### src/sv/sfd_pkg.sv
// ---------------------------------------------------------------------------
// sfd_pkg
// shared types, status codes and the byte-wide crc-16/xmodem update for the
// sensor frame deframer
// ---------------------------------------------------------------------------
package sfd_pkg;

   localparam logic [15:0] CRC_POLY = 16'h1021;

   localparam int unsigned CSR_INDEX_W = 2;
   localparam int unsigned CSR_DATA_W  = 10;

   localparam logic [CSR_INDEX_W-1:0] CSR_SYNC_FIRST   = 2'd0;
   localparam logic [CSR_INDEX_W-1:0] CSR_SYNC_SECOND  = 2'd1;
   localparam logic [CSR_INDEX_W-1:0] CSR_DATA_TAG     = 2'd2;
   localparam logic [CSR_INDEX_W-1:0] CSR_MIN_DATA_LEN = 2'd3;

   localparam logic [7:0] SYNC_FIRST_RST   = 8'h5A;
   localparam logic [7:0] SYNC_SECOND_RST  = 8'hA5;
   localparam logic [7:0] DATA_TAG_RST     = 8'h91;
   localparam logic [9:0] MIN_DATA_LEN_RST = 10'd76;

   localparam logic [2:0] ST_GOOD_DATA  = 3'd0;
   localparam logic [2:0] ST_GOOD_OTHER = 3'd1;
   localparam logic [2:0] ST_CRC_ERR    = 3'd2;
   localparam logic [2:0] ST_OVERSIZE   = 3'd3;
   localparam logic [2:0] ST_TRUNC      = 3'd4;

   typedef struct packed {
      logic [7:0] payload_byte;
      logic       is_payload;
      logic [8:0] payload_index;
      logic       frame_end;
      logic [2:0] frame_status;
   } result_type;

   function automatic logic [15:0] crc_byte(input logic [15:0] crc, input logic [7:0] b);
      logic [15:0] c;
      c = crc ^ {b, 8'h00};
      for (int k = 0; k < 8; k++) begin
         if (c[15]) begin
            c = {c[14:0], 1'b0} ^ CRC_POLY;
         end else begin
            c = {c[14:0], 1'b0};
         end
      end
      return c;
   endfunction

endpackage

### src/sv/sensor_frame_deframer_crc16_unit.sv
// ---------------------------------------------------------------------------
// sensor_frame_deframer_crc16_unit
// byte-serial deframer with crc-16/xmodem check for a uart sensor link
// ---------------------------------------------------------------------------
// usage
//   req channel: one received byte per word (req_rx_byte) with req_burst_end
//   marking the last byte of a receive burst. a word is taken when req_valid
//   is high and req_stall is low.
//   rsp channel: zero or one word per input byte. payload bytes come out with
//   rsp_is_payload set and their index; the last word of a frame has
//   rsp_frame_end set and carries rsp_frame_status.
//   csr channel: always ready; index 0 sync_first, 1 sync_second,
//   2 data_tag, 3 min_data_len. write only while the block is idle.
//   output: a result is registered in the output register, or in the skid entry while rsp is stalled.
//   throughput: one byte per cycle while req_stall is low; the header parse and the unrolled
//   byte-wide crc update finish in the accept cycle.
//   stall: the output register plus a one-entry skid absorbs one result
//   while rsp is stalled; req_stall rises only while both are full.
//   reset: synchronous, returns registers to defaults and hunting for sync.
// ---------------------------------------------------------------------------
module sensor_frame_deframer_crc16_unit #(
   parameter int unsigned MAX_PAYLOAD = 512
) (
   input  logic                             clock,
   input  logic                             reset,
   input  logic                             req_valid,
   output logic                             req_stall,
   input  logic [7:0]                       req_rx_byte,
   input  logic                             req_burst_end,
   output logic                             rsp_valid,
   input  logic                             rsp_stall,
   output logic [7:0]                       rsp_payload_byte,
   output logic                             rsp_is_payload,
   output logic [8:0]                       rsp_payload_index,
   output logic                             rsp_frame_end,
   output logic [2:0]                       rsp_frame_status,
   input  logic                             csr_valid,
   output logic                             csr_ready,
   input  logic [sfd_pkg::CSR_INDEX_W-1:0]  csr_index,
   input  logic [sfd_pkg::CSR_DATA_W-1:0]   csr_data
);

   localparam int unsigned POS_W = $clog2(MAX_PAYLOAD + 1);

   localparam logic [2:0] PH_HUNT1  = 3'd0;
   localparam logic [2:0] PH_HUNT2  = 3'd1;
   localparam logic [2:0] PH_LEN_LO = 3'd2;
   localparam logic [2:0] PH_LEN_HI = 3'd3;
   localparam logic [2:0] PH_CHK_LO = 3'd4;
   localparam logic [2:0] PH_CHK_HI = 3'd5;
   localparam logic [2:0] PH_DATA   = 3'd6;

   logic [7:0]  sync_first_ff, sync_second_ff, data_tag_ff;
   logic [9:0]  min_len_ff;

   logic [2:0]       phase_ff, phase_in;
   logic [15:0]      len_ff, len_in;
   logic [15:0]      chk_ff, chk_in;
   logic [15:0]      crc_ff, crc_in;
   logic [POS_W-1:0] pos_ff, pos_in;
   logic             tag_ff, tag_in;

   sfd_pkg::result_type res;
   logic                emit;
   logic [15:0]         pos_ext, pos_next, len_full;
   logic                tag_now;

   sfd_pkg::result_type out_ff, skid_ff;
   logic                out_valid_ff, skid_valid_ff;
   logic                accept, out_take;

   assign accept    = req_valid && !req_stall;
   assign out_take  = out_valid_ff && !rsp_stall;
   assign req_stall = skid_valid_ff;
   assign csr_ready = 1'b1;

   // configuration registers
   always_ff @(posedge clock) begin
      if (reset) begin
         sync_first_ff  <= sfd_pkg::SYNC_FIRST_RST;
         sync_second_ff <= sfd_pkg::SYNC_SECOND_RST;
         data_tag_ff    <= sfd_pkg::DATA_TAG_RST;
         min_len_ff     <= sfd_pkg::MIN_DATA_LEN_RST;
      end else if (csr_valid && csr_ready) begin
         unique case (csr_index)
            sfd_pkg::CSR_SYNC_FIRST:   sync_first_ff  <= csr_data[7:0];
            sfd_pkg::CSR_SYNC_SECOND:  sync_second_ff <= csr_data[7:0];
            sfd_pkg::CSR_DATA_TAG:     data_tag_ff    <= csr_data[7:0];
            sfd_pkg::CSR_MIN_DATA_LEN: min_len_ff     <= csr_data;
            default: ;
         endcase
      end
   end

   function automatic logic [2:0] status_of(input logic [15:0] crc, input logic [15:0] chk,
                                            input logic tag, input logic [15:0] len,
                                            input logic [9:0] min_len);
      logic [2:0] s;
      if (crc != chk) begin
         s = sfd_pkg::ST_CRC_ERR;
      end else if (tag && (len >= {6'd0, min_len})) begin
         s = sfd_pkg::ST_GOOD_DATA;
      end else begin
         s = sfd_pkg::ST_GOOD_OTHER;
      end
      return s;
   endfunction

   assign pos_ext  = 16'(pos_ff);
   assign pos_next = pos_ext + 16'd1;
   assign len_full = {req_rx_byte, len_ff[7:0]};
   assign tag_now  = (pos_ff == '0) ? (req_rx_byte == data_tag_ff) : tag_ff;

   // parse one byte
   always_comb begin
      phase_in = phase_ff;
      len_in   = len_ff;
      chk_in   = chk_ff;
      crc_in   = crc_ff;
      pos_in   = pos_ff;
      tag_in   = tag_ff;
      emit     = 1'b0;
      res      = '0;
      unique case (phase_ff)
         PH_HUNT1: begin
            if (req_rx_byte == sync_first_ff) begin
               phase_in = PH_HUNT2;
            end
         end
         PH_HUNT2: begin
            if (req_rx_byte == sync_second_ff) begin
               crc_in   = sfd_pkg::crc_byte(sfd_pkg::crc_byte(16'h0000, sync_first_ff),
                                            req_rx_byte);
               len_in   = '0;
               chk_in   = '0;
               pos_in   = '0;
               tag_in   = 1'b0;
               phase_in = PH_LEN_LO;
            end else if (req_rx_byte != sync_first_ff) begin
               phase_in = PH_HUNT1;
            end
         end
         PH_LEN_LO: begin
            len_in   = {8'h00, req_rx_byte};
            crc_in   = sfd_pkg::crc_byte(crc_ff, req_rx_byte);
            phase_in = PH_LEN_HI;
         end
         PH_LEN_HI: begin
            len_in = len_full;
            crc_in = sfd_pkg::crc_byte(crc_ff, req_rx_byte);
            if (len_full > 16'(MAX_PAYLOAD)) begin
               emit             = 1'b1;
               res.frame_end    = 1'b1;
               res.frame_status = sfd_pkg::ST_OVERSIZE;
               phase_in         = PH_HUNT1;
            end else begin
               phase_in = PH_CHK_LO;
            end
         end
         PH_CHK_LO: begin
            chk_in   = {8'h00, req_rx_byte};
            phase_in = PH_CHK_HI;
         end
         PH_CHK_HI: begin
            chk_in = {req_rx_byte, chk_ff[7:0]};
            if (len_ff == '0) begin
               emit             = 1'b1;
               res.frame_end    = 1'b1;
               res.frame_status = status_of(crc_ff, {req_rx_byte, chk_ff[7:0]}, tag_ff,
                                            len_ff, min_len_ff);
               phase_in         = PH_HUNT1;
            end else begin
               phase_in = PH_DATA;
            end
         end
         PH_DATA: begin
            tag_in            = tag_now;
            crc_in            = sfd_pkg::crc_byte(crc_ff, req_rx_byte);
            emit              = 1'b1;
            res.payload_byte  = req_rx_byte;
            res.is_payload    = 1'b1;
            res.payload_index = pos_ext[8:0];
            pos_in            = POS_W'(pos_next);
            if (pos_next >= len_ff) begin
               res.frame_end    = 1'b1;
               res.frame_status = status_of(crc_in, chk_ff, tag_now, len_ff, min_len_ff);
               phase_in         = PH_HUNT1;
            end
         end
         default: begin
            phase_in = PH_HUNT1;
         end
      endcase
      if (req_burst_end && (phase_in != PH_HUNT1)) begin
         if (phase_in != PH_HUNT2) begin
            emit             = 1'b1;
            res.frame_end    = 1'b1;
            res.frame_status = sfd_pkg::ST_TRUNC;
         end
         phase_in = PH_HUNT1;
      end
   end

   // parser state
   always_ff @(posedge clock) begin
      if (reset) begin
         phase_ff <= PH_HUNT1;
         len_ff   <= '0;
         chk_ff   <= '0;
         crc_ff   <= '0;
         pos_ff   <= '0;
         tag_ff   <= 1'b0;
      end else if (accept) begin
         phase_ff <= phase_in;
         len_ff   <= len_in;
         chk_ff   <= chk_in;
         crc_ff   <= crc_in;
         pos_ff   <= pos_in;
         tag_ff   <= tag_in;
      end
   end

   // output register and skid entry
   always_ff @(posedge clock) begin
      if (reset) begin
         out_valid_ff  <= 1'b0;
         skid_valid_ff <= 1'b0;
      end else if (out_take || !out_valid_ff) begin
         if (skid_valid_ff) begin
            out_valid_ff  <= 1'b1;
            skid_valid_ff <= 1'b0;
         end else begin
            out_valid_ff <= accept && emit;
         end
      end else if (accept && emit) begin
         skid_valid_ff <= 1'b1;
      end
   end

   always_ff @(posedge clock) begin
      if (out_take || !out_valid_ff) begin
         out_ff <= skid_valid_ff ? skid_ff : res;
      end
      if (!skid_valid_ff) begin
         skid_ff <= res;
      end
   end

   assign rsp_valid         = out_valid_ff;
   assign rsp_payload_byte  = out_ff.payload_byte;
   assign rsp_is_payload    = out_ff.is_payload;
   assign rsp_payload_index = out_ff.payload_index;
   assign rsp_frame_end     = out_ff.frame_end;
   assign rsp_frame_status  = out_ff.frame_status;

   a_skid_behind_out: assert property (@(posedge clock) disable iff (reset)
      skid_valid_ff |-> out_valid_ff)
      else $error("skid entry full while output register empty");

   a_result_has_purpose: assert property (@(posedge clock) disable iff (reset)
      rsp_valid |-> (rsp_is_payload || rsp_frame_end))
      else $error("result word carries neither payload nor frame end");

   a_status_only_at_end: assert property (@(posedge clock) disable iff (reset)
      (rsp_valid && !rsp_frame_end) |-> (rsp_frame_status == sfd_pkg::ST_GOOD_DATA))
      else $error("status set on a word that does not end a frame");

   a_burst_end_hunts: assert property (@(posedge clock) disable iff (reset)
      (accept && req_burst_end) |=> (phase_ff == PH_HUNT1))
      else $error("parser not hunting after burst end");

   a_no_payload_fields: assert property (@(posedge clock) disable iff (reset)
      (rsp_valid && !rsp_is_payload) |-> (rsp_payload_byte == 8'h00 &&
                                          rsp_payload_index == 9'd0))
      else $error("payload fields set on a status-only word");

endmodule
### config.mk
export PLATFORM = sky130hd
export DESIGN_NAME = sensor_frame_deframer_crc16_unit
export DESIGN_NICKNAME = d
export VERILOG_FILES = /design/src/sv/sfd_pkg.sv /design/src/sv/sensor_frame_deframer_crc16_unit.sv
export SDC_FILE = /design/constraint.sdc
export NUM_CORES = 1
export LEC_CHECK = 0
export ABC_AREA = 1
export BUFFER_PORTS_ARGS = -buffer_cell sky130_fd_sc_hd__clkbuf_2
export CAP_MARGIN = 20
export CORE_MARGIN = 3
export CORE_UTILIZATION = 67
export CTS_BUF_LIST = sky130_fd_sc_hd__clkbuf_4
export DETAILED_ROUTE_END_ITERATION = 8
export MAX_ROUTING_LAYER = met4
export PLACE_DENSITY_LB_ADDON = 0.3
export SYNTH_ARGS = -nofsm -noshare
export SYNTH_HDL_FRONTEND = slang
export SYNTH_SLANG_ARGS = --single-unit
### constraint.sdc
create_clock -name clock -period 7.2 [get_ports clock]
set_clock_uncertainty 0.1 [all_clocks]
set_input_delay 1.08 -clock clock [delete_from_list [all_inputs] [get_ports clock]]
set_output_delay 1.08 -clock clock [all_outputs]
set_load 0.01 [all_outputs]
# Word-level counts from Yosys, hierarchy flattened
# Cells that the tools add are included.
totals:
  reg_bits: 142
  inputBits: 26
  out_inout_bits: 25
  elab_cells: 245
op_classes:
  addsub: 1
  order_cmp: 3
  n_eq_ne: 17
  muxes: 126
  bitwise_logic: 42
  n_reduce_logical: 32
op_table:
  columns: ["op", "n"]
  rows:
  - ["two-way mux 16 bit", 54]
  - ["two-way mux 13 bit", 38]
  - ["NOT 3 bit", 38]
  - ["one-hot mux 16 bit (3 select lines)", 2]
  - ["one-hot mux 16 bit (4 select lines)", 1]
  - ["inequality test 16 bit", 2]
  - ["bitwise XOR 16 bit", 2]
  - ["equality test 8 bit", 3]
  - ["two-way mux 3 bit", 8]
  - ["two-way mux 22 bit", 1]
  - ["one-hot mux 3 bit (7 select lines)", 1]
  - ["two-way mux 4 bit", 5]
  - ["one-hot mux 10 bit (2 select lines)", 1]
  - ["two-way mux 18 bit", 1]
  - [">= comparator 11 x 16 -> 1 bit", 1]
  - [">= comparator 16 x 10 -> 1 bit", 1]
  - ["> comparator 16 x 10 -> 1 bit (second input constant)", 1]
  - ["logical NOT 16 bit", 1]
  - ["one-hot mux 4 bit (3 select lines)", 1]
  - ["AND reduction 3 bit", 4]
  - ["adder 10 x 1 -> 11 bit (second input constant)", 1]
  - ["logical NOT 10 bit", 1]
  - ["two-way mux 10 bit", 1]
  - ["equality test 3 bit (second input constant)", 3]
  - ["23 further kinds", 49]

# Logic depth before layout (Yosys ltp)
# Gate-level depths: netlist of the first run.
depth:
  word_depth: 65
  depth_mapped: 24
  ltp_nobuf: 24

# Least setup slack after synthesis of the first run
# No wires, ideal clock.
synth_timing:
  path_kind: "reg-to-reg"
  from: "reg pos_ff[0]"
  to: "reg out_ff, in the netlist rsp_frame_end, data pin"
  setup_ns: 0.256
  arrival_time_ns: 2.293
  required_ns: 6.844
  path_slack_ns: 4.551
  stages_incl_launch_ff: 24
  path_buffers: 0
  synth_period_minus_slack_ns: 2.649
  cell_sequence: "dfxtp_1 -> inv_1 -> nor3_1 -> inv_1 -> nor2_1 -> inv_1 -> nor2_1 -> nand2_1 -> a21oi_1 -> inv_1 -> ha_1 -> nand2_1 -> nor2_1 -> nand4_1 -> nand2_1 -> inv_1 -> nand3_1 -> nand3_1 -> nor2_1 -> nand2_1 -> nand2_1 -> nand2_1 -> nand2_1 -> nand2_1"
synth_via:
  elab_chain_cells: 8
  elab_cells_between_ends: 12
  cone_classes: "1 x add/sub; 1 x order compare; 1 x eq/ne; 7 x mux; 2 x reduce/logical"
synth_lines:
  columns: ["item", "line_no", "source"]
  rows:
  - ["start, declared", "sensor_frame_deframer_crc16_unit.sv:60", "logic [POS_W-1:0] pos_ff, pos_in;"]
  - ["start signal, assigned", "sensor_frame_deframer_crc16_unit.sv:218", "pos_ff <= pos_in;"]
  - ["adder 10 x 1 -> 11 bit (*)", "sensor_frame_deframer_crc16_unit.sv:110", "assign pos_next = pos_ext + 16'd1;"]
  - [">= comparator 11 x 16 -> 1 bit (*)", "sensor_frame_deframer_crc16_unit.sv:184", "if (pos_next >= len_ff) begin"]
  - ["two-way mux 3 bit", "sensor_frame_deframer_crc16_unit.sv:184", null]
  - ["one-hot mux 3 bit (7 select lines)", "sensor_frame_deframer_crc16_unit.sv:124", "unique case (phase_ff)"]
  - ["inequality test 3 x 1 -> 1 bit / nonzero test 3 bit (equally long branches)", "sensor_frame_deframer_crc16_unit.sv:195, sensor_frame_deframer_crc16_unit.sv:194", null]
  - ["two-way mux 4 bit / logical AND 1 bit (equally long branches)", "sensor_frame_deframer_crc16_unit.sv:195, sensor_frame_deframer_crc16_unit.sv:194", null]
  - ["two-way mux 4 bit (*)", "sensor_frame_deframer_crc16_unit.sv:194", "if (req_burst_end && (phase_in != PH_HUNT1)) begin"]
  - ["two-way mux 22 bit (*)", null, null]
  - ["end signal, assigned", "sensor_frame_deframer_crc16_unit.sv:242", "out_ff <= skid_valid_ff ? skid_ff : res;"]
  - ["end, declared", "sensor_frame_deframer_crc16_unit.sv:68", "sfd_pkg::result_type out_ff, skid_ff;"]
# Every way passes the cells marked *; elsewhere a longest branch is shown, timed or not.
# A chain may end at the register's enable or synchronous reset.

# Final worst setup path of the first run
# Same ends and word-level chain as after synthesis.

==> metrics.md, run 1 <==
| Metric | Value |
|---|---|
| Gr ovfl total | `0` |
| Crit path to | `rsp_frame_end$_DFFE_PP_` |
| FMAX | `316 MHz` |
| Initial Util | `0.698` |
| Routed len/inst | `15.9 microns` |
| Rows | `38` |
| # H-tree levels | `4` |
| WL final | `19.8 mm` |
| R2r worst-path depth | `23` |
| CP Buf/Inv Count | `5` |
| MaxCap Viol Count | `0` |
| Finish-stage setup viols | `0` |
| Status | `complete, no violations` |
| Crit-path max FO | `4` |
| Critical Path Max Stage Delay | `0.41 ns` |
| Leak | `3.80 nW` |
| Vias | `7036` |
| TritonCTS buffer count | `17` |
| Reg clk slew, reported paths | `0.12 ns` |
| R2R Path Start | `pos_ff[0]$_SDFFE_PP0P_` |
| #FFs+latches synth | `142` |
| Mean area per synthesized cell | `7.31 sq um` |
| Die width | `113 microns` |
| Worst setup SP type | `flop` |
| Number of flops mapped to enable cells by yosys | `22` |
| Worst setup path start | `pos_ff[0]$_SDFFE_PP0P_` |
| Worst rel slew slack | `0.385` |
| Unrepaired setup endpoints after global routing | `no` |
| Largest net degree at the start of global routing | `59` |
| Synth area leaders | `dfxtp_1, nand2_1, edfxtp_1, a21oi_1, inv_1` |
| Dpl cell area | `0.00795 sq mm` |
| Crit. End Element | `flop` |
| Layout area overhead | `7.17%` |
| Arr. time, crit path | `3.38 ns` |
| Synth Cell Area | `0.00773 sq mm` |
| Critical setup path kind | `flop to flop` |
| Clock tree sinks | `142` |
| Worst path depth | `23` |
| Number of diodes | `0` |
| Filler Cell Count | `922` |
| First-pass GRT wire length | `32.4 mm` |
| Layout cell share with drive strength beyond 1 | `0.125` |
| Vias per inst | `5.64` |
| Top-area cell type share of the netlist area | `0.311` |
| Crit path cell chain | `inv_1, nor3_1, inv_1, nor2_1, inv_1, nor2_1, nand2_1, a21oi_1, inv_1, ha_1, nand2_1, nor2_1, nand4_1, nand2_1, inv_1, nand3_1, nand3_1, nor2_1, nand2_1, nand2_1, nand2_1, nand2_1, nand2_1` |
| CP required | `7.42 ns` |
| Register area share after synthesis | `0.396` |
| Input/output buffers | `49` |
| Post-CTS Hold Buffers | `0` |
| First DRT Iteration DRCs | `629` |
| Tcrit/Tclk final | `0.439` |
| Post-synth top area cell | `dfxtp_1` |
| Fin crit period | `3.16 ns` |
| Max Slew Vio Count | `0` |
| Drt drc | `0` |
| Crit path max-delay family | `simple AND/OR/NAND/NOR gates` |
| Postcts setup bufs | `0` |
| Total GRT Usage | `0.328` |
| Synth warn | `0` |
| Worst R2R Setup Slack | `4.04 ns` |
| Detailed Routing Iterations Pass 1 | `6` |
| Top cell by count, worst path | `nand2_1` |
| Clk buf depth | `2` |
| Core ar. | `0.0111 sq mm` |
| CTS tree | `yes` |
| Ys flop type | `dfxtp_1` |
| IO Pins | `51` |
| Initial antenna violation count | `0` |
| Nets | `1144` |
| Slew @ Worst Pin | `0.921 ns` |
| Count leader, synth | `nand2_1` |
| Dpl hpwl | `14.4 mm` |
| Clock Latency Late Sink | `0.57 ns` |
| Worst hold-check path type | `flop to flop` |
| Asr flop ratio synth | `0` |
| Die height | `113 microns` |
| Die area | `0.0129 sq mm` |
| Commonest cells post-synth | `nand2_1, dfxtp_1, inv_1, a21oi_1, nor2_1` |
| Netlist cell types | `43` |
| Power Density | `187 mW/mm^2` |
| Hold Vio Cnt, Final | `0` |
| Design Area, Final | `0.00828 sq mm` |
| Routability cong. | `1.08` |
| Slowest-stage cell, CP | `dfxtp_1` |
| TNS Setup | `0 ns` |
| VDD IR max | `0.215 mV` |
| ANT nets after route | `0` |
| Number of global-route vias before repair | `6520` |
| Net Count, Synth | `1107` |
| Post_cts resized | `0` |
| Post-Syn Instances | `1058` |
| Reg-to-reg endpoint | `rsp_frame_end$_DFFE_PP_` |
| Clk root buf | `clkbuf_4` |
==> routing by layer <==
| layer | global-route usage | part of all wire |
|---|---|---|
| met3 | 0.0674 | 0.090 |
| met2 | 0.486 | 0.45 |
| met5 | - | 0 |
| met1 | 0.443 | 0.43 |
| met4 | 0.135 | 0.034 |
==> power breakdown <==
| group | internal, mW | switching [mW] |
|---|---|---|
| Sequential | 0.812 | 0.00715 |
| Combinational | 0.0567 | 0.115 |
| Clock | 0.250 | 0.308 |
| Total | 1.12 | 0.430 |
==> metrics by stage <==
stage                util  std cells  hold slack [ns]  total power, mW  setup slack (ns)
finish              0.748       1248            0.370             1.55              4.04
global route        0.748       1248            0.386             1.60              3.63
CTS                 0.745       1247            0.369             1.54              4.07
detailed placement  0.718       1215            0.341             1.00              3.59
global placement    0.718       1215            0.330             1.00              3.68
floorplan               -       1058            0.318            0.962              4.55
==> worst min-delay path, delay by kind of cell, from the launching register on <==
family           cells  cell delay (ns)
DFF                  1             0.32
and+or+nand+nor      2             0.12
==> placed cells by master (no fill, tap or decap), types with 3 or more instances in the layout <==
| cell | count |
|---|---|
| nand2_1 | 312 |
| dfxtp_1 | 120 |
| inv_1 | 115 |
| a21oi_1 | 90 |
| nor2_1 | 81 |
| o21ai_0 | 62 |
| clkbuf_2 | 49 |
| nand3_1 | 31 |
| xor2_1 | 31 |
| ha_1 | 23 |
| edfxtp_1 | 22 |
| clkbuf_4 | 19 |
| a211oi_1 | 18 |
| xnor2_1 | 17 |
| nand2_2 | 17 |
| inv_2 | 11 |
| nor3_1 | 10 |
| nand4_1 | 9 |
| a211oi_2 | 7 |
| nand3b_1 | 6 |
| o211ai_1 | 6 |
| a22oi_1 | 6 |
| nor2_4 | 5 |
| xor2_2 | 4 |
| nor2_2 | 3 |
| bufinv_16 | 3 |
| clkinvlp_4 | 3 |
==> cell type report <==
cell class | instances | area (sq um) | share of cell area
multi-input cells | 757 | 3990 | 0.481
flip-flops and latches | 142 | 3060 | 0.370
inverters | 126 | 473 | 0.0571
well taps | 140 | 175 | 0.0211
repair buffers | 51 | 280 | 0.0338
clock inverters | 13 | 163 | 0.0196
clock buffers | 19 | 143 | 0.0172
==> registers in the layout (all words and copies together) (netlist names), 9 cells and up <==
name	count
chk_ff	16
skid_ff	22
min_len_ff	10
len_ff	16
pos_ff	10
rsp_payload_index	9
crc_ff	16
==> cells by family after synthesis <==
family | count (synthesis) | share of synthesized area
AOI/OAI and AO/OA | 196 | 0.145
xor gates and xnor gates | 54 | 0.0685
adders and majority gates | 23 | 0.0372
buffers and inverters | 159 | 0.0879
DFF | 142 | 0.396
muxes | 1 | 0.00146
other | 1 | 0.000485
and+or+nand+nor | 482 | 0.263
==> worst min-delay path by stage <==
stage / start / to / slack (ns) / cells past startpoint
finish: skid_ff[13]$_DFF_P_ / skid_ff[13]$_DFF_P_ / 0.37 / 2
global route: crc_ff[11]$_SDFFE_PP0P_ / crc_ff[11]$_SDFFE_PP0P_ / 0.39 / 2
CTS: skid_ff[0]$_DFF_P_ / skid_ff[0]$_DFF_P_ / 0.37 / 2
detailed placement: skid_ff[0]$_DFF_P_ / skid_ff[0]$_DFF_P_ / 0.34 / 2
global placement: skid_ff[13]$_DFF_P_ / skid_ff[13]$_DFF_P_ / 0.33 / 2
floorplan: skid_ff[0]$_DFF_P_ / skid_ff[0]$_DFF_P_ / 0.32 / 2
Note: power is estimated with default switching activity, not from simulation.
==> run 2: changes to the inputs <==
--- a/config.mk
+++ b/config.mk
@@ -9,7 +9,7 @@
 export BUFFER_PORTS_ARGS = -buffer_cell sky130_fd_sc_hd__clkbuf_2
 export CAP_MARGIN = 20
 export CORE_MARGIN = 3
-export CORE_UTILIZATION = 67
+export CORE_UTILIZATION = 57
 export CTS_BUF_LIST = sky130_fd_sc_hd__clkbuf_4
 export DETAILED_ROUTE_END_ITERATION = 8
 export MAX_ROUTING_LAYER = met4
==> constraint.sdc (replaced) <==
create_clock -name clock -period 2.8 [get_ports clock]
set_clock_uncertainty 0.1 [all_clocks]
set_input_delay 0.42 -clock clock [delete_from_list [all_inputs] [get_ports clock]]
set_output_delay 0.42 -clock clock [all_outputs]
set_load 0.01 [all_outputs]
==> metrics.md, run 2 (same netlist as run 1, synthesis figures left out) <==
| Metric | Value |
|---|---|
| WL final | `19.8 mm` |
| Fin crit period | `2.82 ns` |
| Most frequent cells in the layout | `nand2_1, dfxtp_1, inv_1` |
| First-pass GRT wire length | `31.9 mm` |
| Slew @ Worst Pin | `0.661 ns` |
| Finish-stage setup viols | `2` |
| Die width | `122 microns` |
| Routability cong. | `0.954` |
| Hold_ws | `0.0312 ns` |
| Clock tree sinks | `142` |
| Post-CTS Hold Buffers | `0` |
| CTS tree | `yes` |
| Die height | `122 microns` |
| Worst hold-check path type | `primary input to flop` |
| VDD IR max | `0.304 mV` |
| Total chip power | `3.90 mW` |
| Layout area overhead | `12.0%` |
| Slowest-stage cell, CP | `dfxtp_2` |
| Reg clk slew, reported paths | `0.12 ns` |
| CP required | `3.02 ns` |
| Gr ovfl total | `0` |
| Tcrit/Tclk final | `1.01` |
| TritonCTS buffer count | `17` |
| Routed len/inst | `15.0 microns` |
| # H-tree levels | `4` |
| Core ar. | `0.0129 sq mm` |
| Max Slew Vio Count | `0` |
| Crit path cell chain | `inv_2, nor3_2, inv_1, nor2_1, inv_1, nor2_2, nand2_2, nor3b_2, a21oi_2, inv_2, ha_4, nand2_4, nor2_1, nand4_1, nand2_1, inv_2, nand3_2, nand3_2, nor2_1, nand2_1, nand2_2, buf_4, o21ai_2` |
| First DRT Iteration DRCs | `773` |
| Crit-path max FO | `3` |
| Unrepaired setup endpoints after global routing | `yes` |
| Critical Path Max Stage Delay | `0.35 ns` |
| FMAX | `355 MHz` |
| Layout cell share with drive strength beyond 1 | `0.177` |
| Power Density | `451 mW/mm^2` |
| Most common cell after layout, fill and taps aside | `nand2_1` |
| Total GRT Usage | `0.280` |
| Final setup margin | `-0.0152 ns` |
| Worst rel slew slack | `0.559` |
| Initial antenna violation count | `1` |
| Clock Latency Late Sink | `0.57 ns` |
| Clk root buf | `clkbuf_4` |
| Detailed Routing Iterations Pass 1 | `6` |
| Worst setup SP type | `flop` |
| ANT nets after route | `0` |
| Max reg flops | `22` |
| Number of global-route vias before repair | `6435` |
| Vias | `7098` |
| Nets | `1180` |
| Die area | `0.0150 sq mm` |
| Dpl hpwl | `14.7 mm` |
| Initial Util | `0.598` |
| Largest net degree at the start of global routing | `42` |
| Dpl ws | `-0.0309 ns` |
| Input/output buffers | `49` |
| Vias per inst | `5.38` |
| Leak | `3.97 nW` |
| IO Pins | `51` |
| Crit. End Element | `flop` |
| Hold Vio Cnt, Final | `0` |
| Clk buf depth | `2` |
| Critical setup path kind | `flop to flop` |
| Failing checks | `setup timing` |
| MaxCap Viol Count | `0` |
| Most flops, register | `skid_ff` |
| Status | `complete, but fails checks` |
| Drt drc | `0` |
| Arr. time, crit path | `3.04 ns` |
| Rows | `41` |
[run 2: changes by cell type in the layout (fill, tap and decap cells not counted), sizes merged]
cell / previous run / this run
buf: 2 / 38
diode: 0 / 3
clkbuf: 68 / 67
clkinv: 4 / 7
bufinv: 3 / 2
inv: 129 / 128
[run 2: stage by stage]
| stage | utilization | cells | area [sq um] | TNS [ns] |
|---|---|---|---|---|
| floorplan | - | 1058 | 7730 | 0 |
| global route | 0.669 | 1319 | 8650 | -1.02 |
| finish | 0.669 | 1319 | 8650 | -0.0154 |
| CTS | 0.662 | 1313 | 8550 | 0 |
| global placement | 0.638 | 1281 | 8250 | 0 |
| detailed placement | 0.638 | 1281 | 8250 | -0.0309 |
[run 2: area by class of cell]
class	instances	area, sq um
diodes	3	7.51
clock buffers	18	135
clock inverters	14	143
fillers	1155	4270
inverters	126	473
multi-input cells	757	4080
flip-flops and latches	142	3070
well taps	172	215
repair buffers	87	531
[run 2: critical path: cells and delay by family (launching register included)]
kind / cells / cell delay, ns
simple gates: 14 / 1.45
buf+inv: 6 / 0.43
flops: 1 / 0.35
fa+ha+maj: 1 / 0.15
compound gates: 2 / 0.10
[run 2: final timing paths]
check | start | to | slack, ns | depth (start not counted)
min | csr_data[9] | min_len_ff[9]$_SDFFE_PP0P_ | 0.03 | 3
max | pos_ff[2]$_SDFFE_PP0P_ | rsp_frame_status[2]$_DFFE_PP_ | -0.02 | 23
min reg2reg | skid_ff[3]$_DFF_P_ | skid_ff[3]$_DFF_P_ | 0.36 | 2
max reg2reg | pos_ff[2]$_SDFFE_PP0P_ | rsp_frame_status[2]$_DFFE_PP_ | -0.02 | 23
[run 2: metal layers]
layer  wire [microns]  global-route usage
met3             1630              0.0581
met2             8750               0.424
met1             9050               0.378
met4              391              0.0889
met5                0                   -
[run 2: repair_timing]
item	CTS	global route
buffers inserted	0	3
pin swaps	3	18
endpoints found under the setup margin	4	9
gates cloned	0	0
gates resized for setup	9	21
[run 2: report_power, final]
group	internal [mW]	leakage [nW]	switching, mW	total [mW]
registers	2.09	1.24	0.0181	2.11
logic	0.164	2.57	0.300	0.464
clock network	0.537	0.148	0.792	1.33
total	2.79	3.97	1.11	3.90
